**src/rtl/mfr_pkg.sv**
```systemverilog
`default_nettype none

package mfr_pkg;

    // Window geometry
    localparam int WINDOW  = 5;
    localparam int SLOT_W  = (WINDOW > 1) ? $clog2(WINDOW) : 1;
    localparam int RANK_W  = (WINDOW > 1) ? $clog2(WINDOW) : 1;
    localparam int MED_RANK = (WINDOW - 1) / 2;

    // Field widths
    localparam int Q_W     = 23;
    localparam int LIMIT_W = 22;
    localparam int STEP_W  = 17;
    localparam int CFG_W   = LIMIT_W;
    localparam int CFG_IDX_W = 2;

    localparam logic [LIMIT_W-1:0] LIMIT_RESET = LIMIT_W'(3272724);
    localparam logic [STEP_W-1:0]  STEP_RESET  = STEP_W'(32768);

    // Register indexes on the configuration port
    localparam logic [CFG_IDX_W-1:0] REG_FAULT_LIMIT = CFG_IDX_W'(0);
    localparam logic [CFG_IDX_W-1:0] REG_FAULT_STEP  = CFG_IDX_W'(1);

    typedef logic signed [Q_W-1:0] q15_t;
    typedef q15_t win_t [WINDOW];

    localparam q15_t Q_MAX = {1'b0, {(Q_W-1){1'b1}}};

    typedef struct packed {
        logic ok;
        q15_t sample;
    } item_t;

    // Power-up window contents: -99, 99, -99, ...
    function automatic q15_t win_reset_val(input int idx);
        q15_t v;
        v = ((idx % 2) == 1) ? Q_W'(99) : -Q_W'(99);
        return v;
    endfunction

endpackage

`default_nettype wire

```
**src/rtl/mfr_median.sv**
```systemverilog
`default_nettype none

module mfr_median (
    input  mfr_pkg::win_t win,
    output mfr_pkg::q15_t median
);
    import mfr_pkg::*;

    // Rank each entry against all others; ties broken by slot index so
    // every entry gets a distinct rank, then pick the middle one.
    always_comb begin
        logic [RANK_W-1:0] rank [WINDOW];
        logic less;
        median = '0;
        for (int i = 0; i < WINDOW; i++) begin
            rank[i] = '0;
            for (int j = 0; j < WINDOW; j++) begin
                less = (j != i) &&
                       ((win[j] < win[i]) || ((win[j] == win[i]) && (j < i)));
                rank[i] = rank[i] + RANK_W'(less);
            end
            if (rank[i] == RANK_W'(MED_RANK)) begin
                median = median | win[i];
            end
        end
    end

endmodule

`default_nettype wire

```
**src/rtl/mfr_state.sv**
```systemverilog
`default_nettype none

module mfr_state (
    input  wire                           aclk,
    input  wire                           aresetn,
    input  wire                           fire,
    input  mfr_pkg::item_t                item,
    input  wire [mfr_pkg::LIMIT_W-1:0]    fault_limit,
    input  wire [mfr_pkg::STEP_W-1:0]     fault_step,
    output mfr_pkg::q15_t                 result
);
    import mfr_pkg::*;

    win_t               win_reg;
    win_t               win_next;
    logic [SLOT_W-1:0]  slot_reg;
    logic [SLOT_W-1:0]  slot_next;
    q15_t               last_reg;

    logic               below;
    logic signed [Q_W:0] ramp_sum;
    q15_t               ramp_val;
    q15_t               push_val;
    logic               push;
    q15_t               median;

    // signed last result against unsigned limit
    assign below    = last_reg < $signed({1'b0, fault_limit});
    assign ramp_sum = {last_reg[Q_W-1], last_reg}
                    + $signed({{(Q_W+1-STEP_W){1'b0}}, fault_step});
    // step is never negative, so a sign mismatch means positive overflow
    assign ramp_val = (ramp_sum[Q_W] != ramp_sum[Q_W-1]) ? Q_MAX : ramp_sum[Q_W-1:0];

    assign push     = item.ok || below;
    assign push_val = item.ok ? item.sample : ramp_val;

    always_comb begin
        for (int i = 0; i < WINDOW; i++) begin
            win_next[i] = (push && (slot_reg == SLOT_W'(i))) ? push_val : win_reg[i];
        end
        slot_next = (slot_reg == SLOT_W'(WINDOW - 1)) ? '0 : slot_reg + SLOT_W'(1);
    end

    mfr_median u_median (
        .win    (win_next),
        .median (median)
    );

    assign result = push ? median : last_reg;

    always_ff @(posedge aclk) begin
        if (!aresetn) begin
            for (int i = 0; i < WINDOW; i++) begin
                win_reg[i] <= win_reset_val(i);
            end
            slot_reg <= '0;
            last_reg <= '0;
        end else if (fire) begin
            last_reg <= result;
            if (push) begin
                win_reg  <= win_next;
                slot_reg <= slot_next;
            end
        end
    end

    a_hold_at_limit: assert property (@(posedge aclk) disable iff (!aresetn)
        fire && !item.ok && !below |=> last_reg == $past(last_reg))
        else $error("last result moved on a failed read at the limit");

    a_slot_advance: assert property (@(posedge aclk) disable iff (!aresetn)
        fire && push |=> slot_reg != $past(slot_reg) || WINDOW == 1)
        else $error("write slot did not advance on a window write");

    a_slot_range: assert property (@(posedge aclk) disable iff (!aresetn)
        fire && !push |=> slot_reg == $past(slot_reg) && slot_reg <= SLOT_W'(WINDOW - 1))
        else $error("write slot changed without a window write");

    a_good_read_pushes: assert property (@(posedge aclk) disable iff (!aresetn)
        fire && item.ok |=> win_reg[$past(slot_reg)] == $past(item.sample))
        else $error("good reading not stored in the window");

endmodule

`default_nettype wire

```
**src/rtl/median_filter_with_fault_ramp.sv**
```systemverilog
`default_nettype none

// Channel  | Ports                 | Payload
// ---------+-----------------------+----------------------------------------
// input    | s_tvalid/s_tready     | tdata: sample_q15 [22:0]; tuser: sample_ok
// result   | m_tvalid/m_tready     | tdata: filtered_q15 [22:0]; tuser: read_failed
// config   | cfg_wr_en/cfg_index   | 0: fault_limit, 1: fault_step
//
// One request per cycle sustained while the result side does not stall; the
// result passes through the input register, then the window update and
// median into the result register. The window/last-result update and the
// rank-select median sit in the same cycle, so each item sees the one before.
// Reset (aresetn low, synchronous) empties both registers and restores the
// window to -99/99 alternating and the config registers to their defaults.
// A stalled result holds the input register; the input side stalls only when
// both the input and result registers are full.

module median_filter_with_fault_ramp (
    input  wire                               aclk,
    input  wire                               aresetn,

    input  wire                               s_tvalid,
    output logic                              s_tready,
    input  wire  [23:0]                       s_tdata,   // [22:0] sample_q15
    input  wire                               s_tuser,   // [0] sample_ok

    output logic                              m_tvalid,
    input  wire                               m_tready,
    output logic [23:0]                       m_tdata,   // [22:0] filtered_q15
    output logic                              m_tuser,   // [0] read_failed

    input  wire                               cfg_wr_en,
    input  wire  [mfr_pkg::CFG_IDX_W-1:0]     cfg_index,
    input  wire  [mfr_pkg::CFG_W-1:0]         cfg_wdata
);
    import mfr_pkg::*;

    logic [LIMIT_W-1:0] fault_limit_reg;
    logic [STEP_W-1:0]  fault_step_reg;

    logic   in_valid_reg;
    item_t  in_item_reg;
    logic   out_valid_reg;
    q15_t   out_q_reg;
    logic   out_failed_reg;

    logic   proc_fire;
    q15_t   result;

    assign proc_fire = in_valid_reg && (!out_valid_reg || m_tready);
    assign s_tready  = !in_valid_reg || proc_fire;

    always_ff @(posedge aclk) begin
        if (!aresetn) begin
            fault_limit_reg <= LIMIT_RESET;
            fault_step_reg  <= STEP_RESET;
        end else if (cfg_wr_en) begin
            if (cfg_index == REG_FAULT_LIMIT) begin
                fault_limit_reg <= cfg_wdata[LIMIT_W-1:0];
            end else if (cfg_index == REG_FAULT_STEP) begin
                fault_step_reg <= cfg_wdata[STEP_W-1:0];
            end
        end
    end

    always_ff @(posedge aclk) begin
        if (!aresetn) begin
            in_valid_reg <= 1'b0;
        end else if (s_tvalid && s_tready) begin
            in_valid_reg <= 1'b1;
        end else if (proc_fire) begin
            in_valid_reg <= 1'b0;
        end
    end

    always_ff @(posedge aclk) begin
        if (s_tvalid && s_tready) begin
            in_item_reg.ok     <= s_tuser;
            in_item_reg.sample <= s_tdata[Q_W-1:0];
        end
    end

    mfr_state u_state (
        .aclk        (aclk),
        .aresetn     (aresetn),
        .fire        (proc_fire),
        .item        (in_item_reg),
        .fault_limit (fault_limit_reg),
        .fault_step  (fault_step_reg),
        .result      (result)
    );

    always_ff @(posedge aclk) begin
        if (!aresetn) begin
            out_valid_reg <= 1'b0;
        end else if (proc_fire) begin
            out_valid_reg <= 1'b1;
        end else if (m_tready) begin
            out_valid_reg <= 1'b0;
        end
    end

    always_ff @(posedge aclk) begin
        if (proc_fire) begin
            out_q_reg      <= result;
            out_failed_reg <= !in_item_reg.ok;
        end
    end

    assign m_tvalid = out_valid_reg;
    assign m_tdata  = {1'b0, out_q_reg};
    assign m_tuser  = out_failed_reg;

    a_fire_fills_out: assert property (@(posedge aclk) disable iff (!aresetn)
        proc_fire |=> out_valid_reg)
        else $error("processed request did not reach the result register");

    a_in_kept: assert property (@(posedge aclk) disable iff (!aresetn)
        in_valid_reg && !proc_fire |=> in_valid_reg && $stable(in_item_reg))
        else $error("pending input request lost");

    a_flag_follows: assert property (@(posedge aclk) disable iff (!aresetn)
        proc_fire |=> out_failed_reg == !$past(in_item_reg.ok))
        else $error("read_failed does not match the processed request");

endmodule

`default_nettype wire
```
**config.mk**
```make
export PLATFORM = sky130hd
export DESIGN_NAME = median_filter_with_fault_ramp
export DESIGN_NICKNAME = d
export VERILOG_FILES = /design/src/rtl/mfr_pkg.sv /design/src/rtl/mfr_median.sv /design/src/rtl/mfr_state.sv /design/src/rtl/median_filter_with_fault_ramp.sv
export SDC_FILE = /design/constraint.sdc
export NUM_CORES = 1
export LEC_CHECK = 0
export BUFFER_PORTS_ARGS = -buffer_cell sky130_fd_sc_hd__buf_2
export CAP_MARGIN = 20
export CORE_MARGIN = 4
export CORE_UTILIZATION = 55
export CTS_CLUSTER_SIZE = 20
export DETAILED_ROUTE_END_ITERATION = 10
export PLACE_DENSITY_LB_ADDON = 0.08
export SYNTH_ARGS = -nofsm -noshare
export SYNTH_HDL_FRONTEND = slang
export SYNTH_SLANG_ARGS = --single-unit
```
**constraint.sdc**
```tcl
create_clock -name aclk -period 15.1 [get_ports aclk]
set_input_delay 0.755 -clock aclk [delete_from_list [all_inputs] [get_ports aclk]]
set_output_delay 0.755 -clock aclk [all_outputs]
set_load 0.05 [all_outputs]
```
==> results by group, run 1 <==
CTS
  • # hold bufs at CTS: 0
  • Longest Clk Path Bufs: 3
  • CTS tree: built
  • Clock Pin Slew Worst Setup and Hold Paths: 60 ps
  • TritonCTS Buffers: 27
  • H-tree depth: 1
  • Post-CTS resize count: 0
  • Worst skew pair latency: 580 ps
  • CTS Root Cell: clkbuf_16
  • Setup bufs post-CTS: 0
  • CTS sink count: 230

Hold path
  • Min-delay worst type: primary input to register

Yosys
  • Avg Cell Area, Syn: 8.845 µm²
  • Synth Cell Area: 0.01786 mm²
  • Post-synth top cells: 268 x ha_1, 252 x nand2_1, 182 x dfxtp_1
  • Yosys top cell area share: 20.40%
  • Number of synthesized flops with an enable pin: 48
  • Largest cells by area after synthesis: dfxtp_1 20%, ha_1 19%, edfxtp_1 8.1%
  • Main synth FF type: dfxtp_1
  • Yosys cell types: 95
  • Syn Inst Count: 2019
  • Ys Warns: 0
  • Count leader, synth: ha_1
  • Post-synth ARST share: 0%
  • Cell taking the most area after synthesis: dfxtp_1
  • Register area share after synthesis: 28.48%
  • Mapped Nets: 2347
  • FF+latch count, synth: 230

Global routing
  • Vias in the first global route: 15343
  • GR Util All Layers: 30.46%
  • Initial antenna violation count: 0
  • First-pass GRT wire length: 86.42 mm
  • Largest net degree at the start of global routing: 100
  • GR Overflow Total: 0

STA
  • Worst-margin pin slew: 1149 ps
  • Clk_skew: 21.72 ps
  • RSZ-0062 raised after global routing: no
  • Max transition margin: 22.93%
  • Achievable Freq: 91.77 MHz
  • Part of the cycle the worst path needs: 72.17%
  • Slew Limit Fails: 0
  • Setup TNS: 0 ps
  • Endpoints failing setup: 0
  • Final Critical Period: 10900 ps
  • Hold Fails Final Rpt: 0

Place
  • IO Port Bufs: 78
  • Routability-driven placement congestion ratio: 0.9573
  • HPWL after DPL: 41.78 mm
  • Dpl cells: 2468

Pwr
  • Cell Pwr Density: 172.9 mW/mm²
  • Power Total: 3.374 mW
  • VDD IR max: 0.0001460 V
  • Leakage: 9.182 nW

Die
  • Row Count: 65
  • Die width: 188.2 µm
  • Starting density of the core: 56.16%
  • Core region area: 0.03180 mm²
  • Chip height: 188.2 µm
  • Top-Level Pins: 81
  • Die footprint: 0.03541 mm²

Setup path
  • Critical path data arrival time: 11180 ps
  • Critical path's slowest cell: a211oi_1
  • CP Data Required Time: 15380 ps
  • Critical path fanouts, max: 14
  • Crit end category: register
  • Setup CP Type: register to register
  • Slowest cell delay on critical path: 920 ps
  • Worst R2R Setup Slack: 4200 ps
  • Worst path most repeated cell: ha_1
  • Crit start category: register

Drt
  • Metal3 WL: 4.583 mm
  • Met2 wire length: 24.19 mm
  • Top sig layer: met4
  • Total wire length: 55.74 mm
  • DRT antenna net count: 0
  • Routed WL per cell: 22.14 µm
  • Met1 Wirelength: 25.49 mm
  • Post-DR vias/cell: 6.341
  • DRC: 0
  • Via count: 15961
  • DRT Pass-1 Iters: 6
  • Iteration-0 DRC Markers: 1707

Finish
  • Area of the multi-input gates: 0.01191 mm²
  • Reg area: 0.005085 mm²
  • Area Growth Syn to Fin: 9.298%
  • Max reg flops: 115
  • Layout Nets: 2390
  • Layout cell share with drive strength beyond 1: 9.750%
  • Fin cells: 2517
  • Diodes inserted: 0
  • Fillers: 2809

Job
  • Max-Cap Viols: 0

Run status
  • Status: complete, no violations
-- layer usage --
| metal | vias to the layer above | GRT usage [%] |
|---|---|---|
| met2 | 674 | 47.54 |
| met5 | - | 0 |
| met4 | 0 | 7.595 |
| li1 | 7562 | - |
| met1 | 7634 | 44.53 |
| met3 | 91 | 4.335 |
-- cells in the final DEF, fill, tap and decap left out, drive strengths merged, types with 14 or more instances in the layout --
cell type / synthesis / layout
clkbuf: 65 / 33
inv: 135 / 137
or3: 14 / 14
nand2b: 27 / 27
nand2: 253 / 253
nor2: 77 / 77
mux2i: 113 / 113
o21a: 48 / 48
nand3: 35 / 35
o22ai: 29 / 29
edfxtp: 48 / 48
a21boi: 36 / 36
nand4: 50 / 50
xnor2: 20 / 20
ha: 268 / 268
o211ai: 73 / 73
nor2b: 35 / 35
o21ai: 94 / 94
o221a: 17 / 17
a21o: 53 / 53
o211a: 37 / 37
dfxtp: 182 / 182
buf: 24 / 103
nor3: 21 / 21
a21oi: 87 / 87
-- worst max-delay path: cells and delay by family, from the launching register on --
kind | cells | cell delay [ps]
AOI/OAI and AO/OA | 16 | 4990
xor gates and xnor gates | 1 | 140
adders and majority gates | 7 | 2430
buffers and inverters | 1 | 50
DFF | 1 | 360
muxes | 2 | 650
and+or+nand+nor | 9 | 1980
-- cells by family (layout without fill, tap and decap cells) --
| group | after synthesis | count (layout) | synth area share (%) |
|---|---|---|---|
| AOI/OAI and AO/OA | 582 | 582 | 23.63 |
| xor gates and xnor gates | 27 | 27 | 1.324 |
| adders and majority gates | 280 | 280 | 19.79 |
| buffers and inverters | 226 | 289 | 4.968 |
| DFF | 230 | 230 | 28.48 |
| muxes | 120 | 120 | 7.112 |
| other | 1 | 1 | 0.02100 |
| and+or+nand+nor | 553 | 553 | 14.69 |
-- worst paths after layout --
check,startpoint,endpoint,cells after the start
max reg2reg,u_state.last_reg[0],out_q_reg[11],36
max,u_state.last_reg[0],out_q_reg[11],36
min reg2reg,fault_limit_reg[1],fault_limit_reg[1],2
min,s_tdata[20],in_item_reg[20],1
-- report_power, final --
group          switching (mW)  total, mW  internal [mW]
clock network           0.279      0.657          0.378
logic                    1.26       1.91          0.646
registers              0.0514      0.806          0.755
-- stage by stage --
step | worst slack (ps) | cell area, µm² | hold WS, ps | util (%)
final | 4203 | 19520 | 363.2 | 61.38
after global routing | 3920 | 19520 | 345.3 | 61.38
after CTS | 4564 | 19520 | 341.7 | 61.38
after detailed placement | 4606 | 18640 | 462.5 | 58.61
after global placement | 4583 | 18640 | 454.0 | 58.61
after floorplan | 6655 | 17860 | 438.9 | -
-- final cells by class --
cell class | count | area share, %
Tap cell | 435 | 2.789
Sequential cell | 230 | 26.05
Multi-Input combinational cell | 1563 | 61.04
Clock inverter | 16 | 0.7757
Inverter | 137 | 2.635
Clock buffer | 33 | 3.731
Timing Repair Buffer | 103 | 2.975
Note: power is estimated with default switching activity, not from simulation.
==> run 2: changes to the inputs <==
clock period = 10.9 ns   (was 15.1 ns; I/O delays follow)
==> run 2 against run 1 <==
Net effect:
- clock-buffer cell count grew 5
- fmax grew 6.6%
- via count grew 1.2%
- hold slack lost 230 ps
- critical path depth grew 4
- critical path type unchanged
- largest cell class unchanged
- highest routed layer unchanged
==> results by group, run 2 (same netlist as run 1, synthesis figures left out) <==
Global routing
  • GR Overflow Total: 0 (unchanged)
  • Initial antenna violation count: 0 (unchanged)
  • Vias in the first global route: 15476 (+0.87%)
  • GR Util All Layers: 31.45% (+0.99 points)
  • First-pass GRT wire length: 88.94 mm (+2.9%)
  • Largest net degree at the start of global routing: 112 (+12%)

Drt
  • Total wire length: 57.66 mm (+3.5%)
  • Metal3 WL: 4.509 mm (-1.6%)
  • Via count: 16156 (+1.2%)
  • Met1 Wirelength: 26.84 mm (+5.3%)
  • Met2 wire length: 24.83 mm (+2.7%)
  • Top sig layer: met4
  • DRC: 0 (unchanged)
  • Iteration-0 DRC Markers: 1827 (+7.0%)
  • DRT Pass-1 Iters: 5 (-1)
  • Routed WL per cell: 22.68 µm (+2.4%)
  • DRT antenna net count: 0 (unchanged)
  • Post-DR vias/cell: 6.353 (+0.19%)

Finish
  • Fillers: 2770 (-1.4%)
  • Max reg flops: 115 (unchanged)
  • Layout cell share with drive strength beyond 1: 10.72% (+0.97 points)
  • Fin cells: 2543 (+1.0%)
  • Most frequent cells in the layout: 268 x ha_1, 251 x nand2_1, 182 x dfxtp_1
  • Area of the multi-input gates: 0.01192 mm² (about the same)
  • Most common cell after layout, fill and taps aside: ha_1
  • Reg area: 0.005085 mm² (unchanged)
  • Fin util: 62.10% (+0.72 points)
  • Area Growth Syn to Fin: 10.59%
  • Layout Nets: 2414 (+1.0%)
  • Diodes inserted: 0 (unchanged)

STA
  • Clk_skew: 16.70 ps (-5.022 ps)
  • Setup WS post-layout: 676.1 ps (-3527 ps)
  • Hold Fails Final Rpt: 0 (unchanged)
  • Worst-margin pin slew: 1043 ps (-106.3 ps)
  • Achievable Freq: 97.81 MHz (+6.6%)
  • Max transition margin: 28.49% (+5.6 points)
  • Endpoints failing setup: 0 (unchanged)
  • Part of the cycle the worst path needs: 93.80% (+22 points)
  • Final Critical Period: 10220 ps (-673.2 ps)
  • Final hold slack: 135.8 ps (-227.4 ps)
  • Slew Limit Fails: 0 (unchanged)
  • Setup TNS: 0 ps (unchanged)
  • RSZ-0062 raised after global routing: no

CTS
  • Worst skew pair latency: 590 ps (about the same)
  • Clock Pin Slew Worst Setup and Hold Paths: 60 ps (about the same)
  • TritonCTS Buffers: 28 (+3.7%)
  • Post-CTS resize count: 0 (unchanged)
  • CTS tree: built
  • H-tree depth: 1 (unchanged)
  • CTS Root Cell: clkbuf_16
  • # hold bufs at CTS: 0 (unchanged)
  • CTS sink count: 230 (unchanged)
  • Longest Clk Path Bufs: 3 (unchanged)
  • Setup bufs post-CTS: 0 (unchanged)

Setup path
  • Worst R2R Setup Slack: 680 ps (-3530 ps)
  • Setup CP Type: register to register
  • Crit end category: register
  • R2r endpoint: out_q_reg[20]
  • Reg2Reg Launch Point: u_state.last_reg[0]
  • Critical path data arrival time: 10560 ps (-620 ps)
  • Crit start category: register
  • Worst path most repeated cell: ha_1
  • R2r worst-path depth: 40 (+11%)
  • Critical path fanouts, max: 13 (-1)
  • Critical path's slowest cell: mux2i_1
  • CP Data Required Time: 11230 ps (-4150 ps)
  • Slowest cell delay on critical path: 530 ps (-390 ps)

Die
  • Core region area: 0.03180 mm² (unchanged)
  • Die width: 188.2 µm (unchanged)
  • Starting density of the core: 56.16% (unchanged)
  • Die footprint: 0.03541 mm² (unchanged)
  • Top-Level Pins: 81 (unchanged)
  • Chip height: 188.2 µm (unchanged)
  • Row Count: 65 (unchanged)

Hold path
  • Hold Path Sink: in_item_reg[23]
  • Hold Path Cell Cnt: 1 (unchanged)
  • Min-delay src: s_tuser
  • Min-delay worst type: primary input to register

Run status
  • Status: complete, no violations

Place
  • HPWL after DPL: 43.04 mm (+3.0%)
  • Routability-driven placement congestion ratio: 0.9405 (-1.8%)
  • Dpl ws: 623.4 ps (-3982 ps)
  • IO Port Bufs: 78 (unchanged)
  • Dpl cells: 2490 (+0.89%)

Job
  • Max-Cap Viols: 0 (unchanged)

Pwr
  • Leakage: 9.312 nW (+1.4%)
  • VDD IR max: 0.0002002 V (+37%)
  • Cell Pwr Density: 242.7 mW/mm² (+40%)
run 2: cell count changes in the layout (fill, tap and decap cells not counted), sizes merged:
cell,previous run,this run
inv,137,136
clkbuf,33,38
clkinv,13,12
buf,103,126
run 2: report_power, final:
part | leakage, nW | total [mW] | switching [mW] | internal (mW)
clock | 0.444 | 0.931 | 0.393 | 0.538
combinational | 6.91 | 2.74 | 1.80 | 0.937
sequential | 1.95 | 1.12 | 0.0738 | 1.05
total | 9.31 | 4.79 | 2.27 | 2.52
run 2: layout make-up:
type                    instances  area share, %
flip-flops and latches        230          25.75
repair buffers                126          3.916
well taps                     435          2.756
multi-input cells            1563          60.36
clock buffers                  38          3.840
inverters                     137          2.604
clock inverters                14         0.7730
run 2: worst max path at each step:
stage / from / end / cells after the start
3_5_place_dp: u_state.last_reg[0] / out_q_reg[20] / 40
3_3_place_gp: u_state.last_reg[0] / out_q_reg[20] / 40
6_report: u_state.last_reg[0] / out_q_reg[20] / 40
5_1_grt: u_state.last_reg[0] / out_q_reg[20] / 41
4_1_cts: u_state.last_reg[0] / out_q_reg[20] / 40
2_1_floorplan: u_state.last_reg[0] / out_q_reg[20] / 41
run 2: layer usage:
layer,global-route usage (%),up-vias
met5,0,-
met4,7.538,0
met3,4.798,108
met2,48.85,676
met1,46.11,7764
li1,-,7608
run 2: metrics by stage:
step	power, mW	area, µm²
6_report	4.792	19750
5_1_grt	5.057	19750
4_1_cts	4.708	19710
3_5_place_dp	3.764	18800
3_3_place_gp	3.714	18800
2_1_floorplan	2.882	17860
run 2: critical path: cells and delay by family (launching register included):
kind            cells  cell delay [ps]
compound gates     19             4780
xor+xnor            1              140
fa+ha+maj           7             2180
buf+inv             3              430
flops               1              350
mux                 2              690
simple gates        8             1410
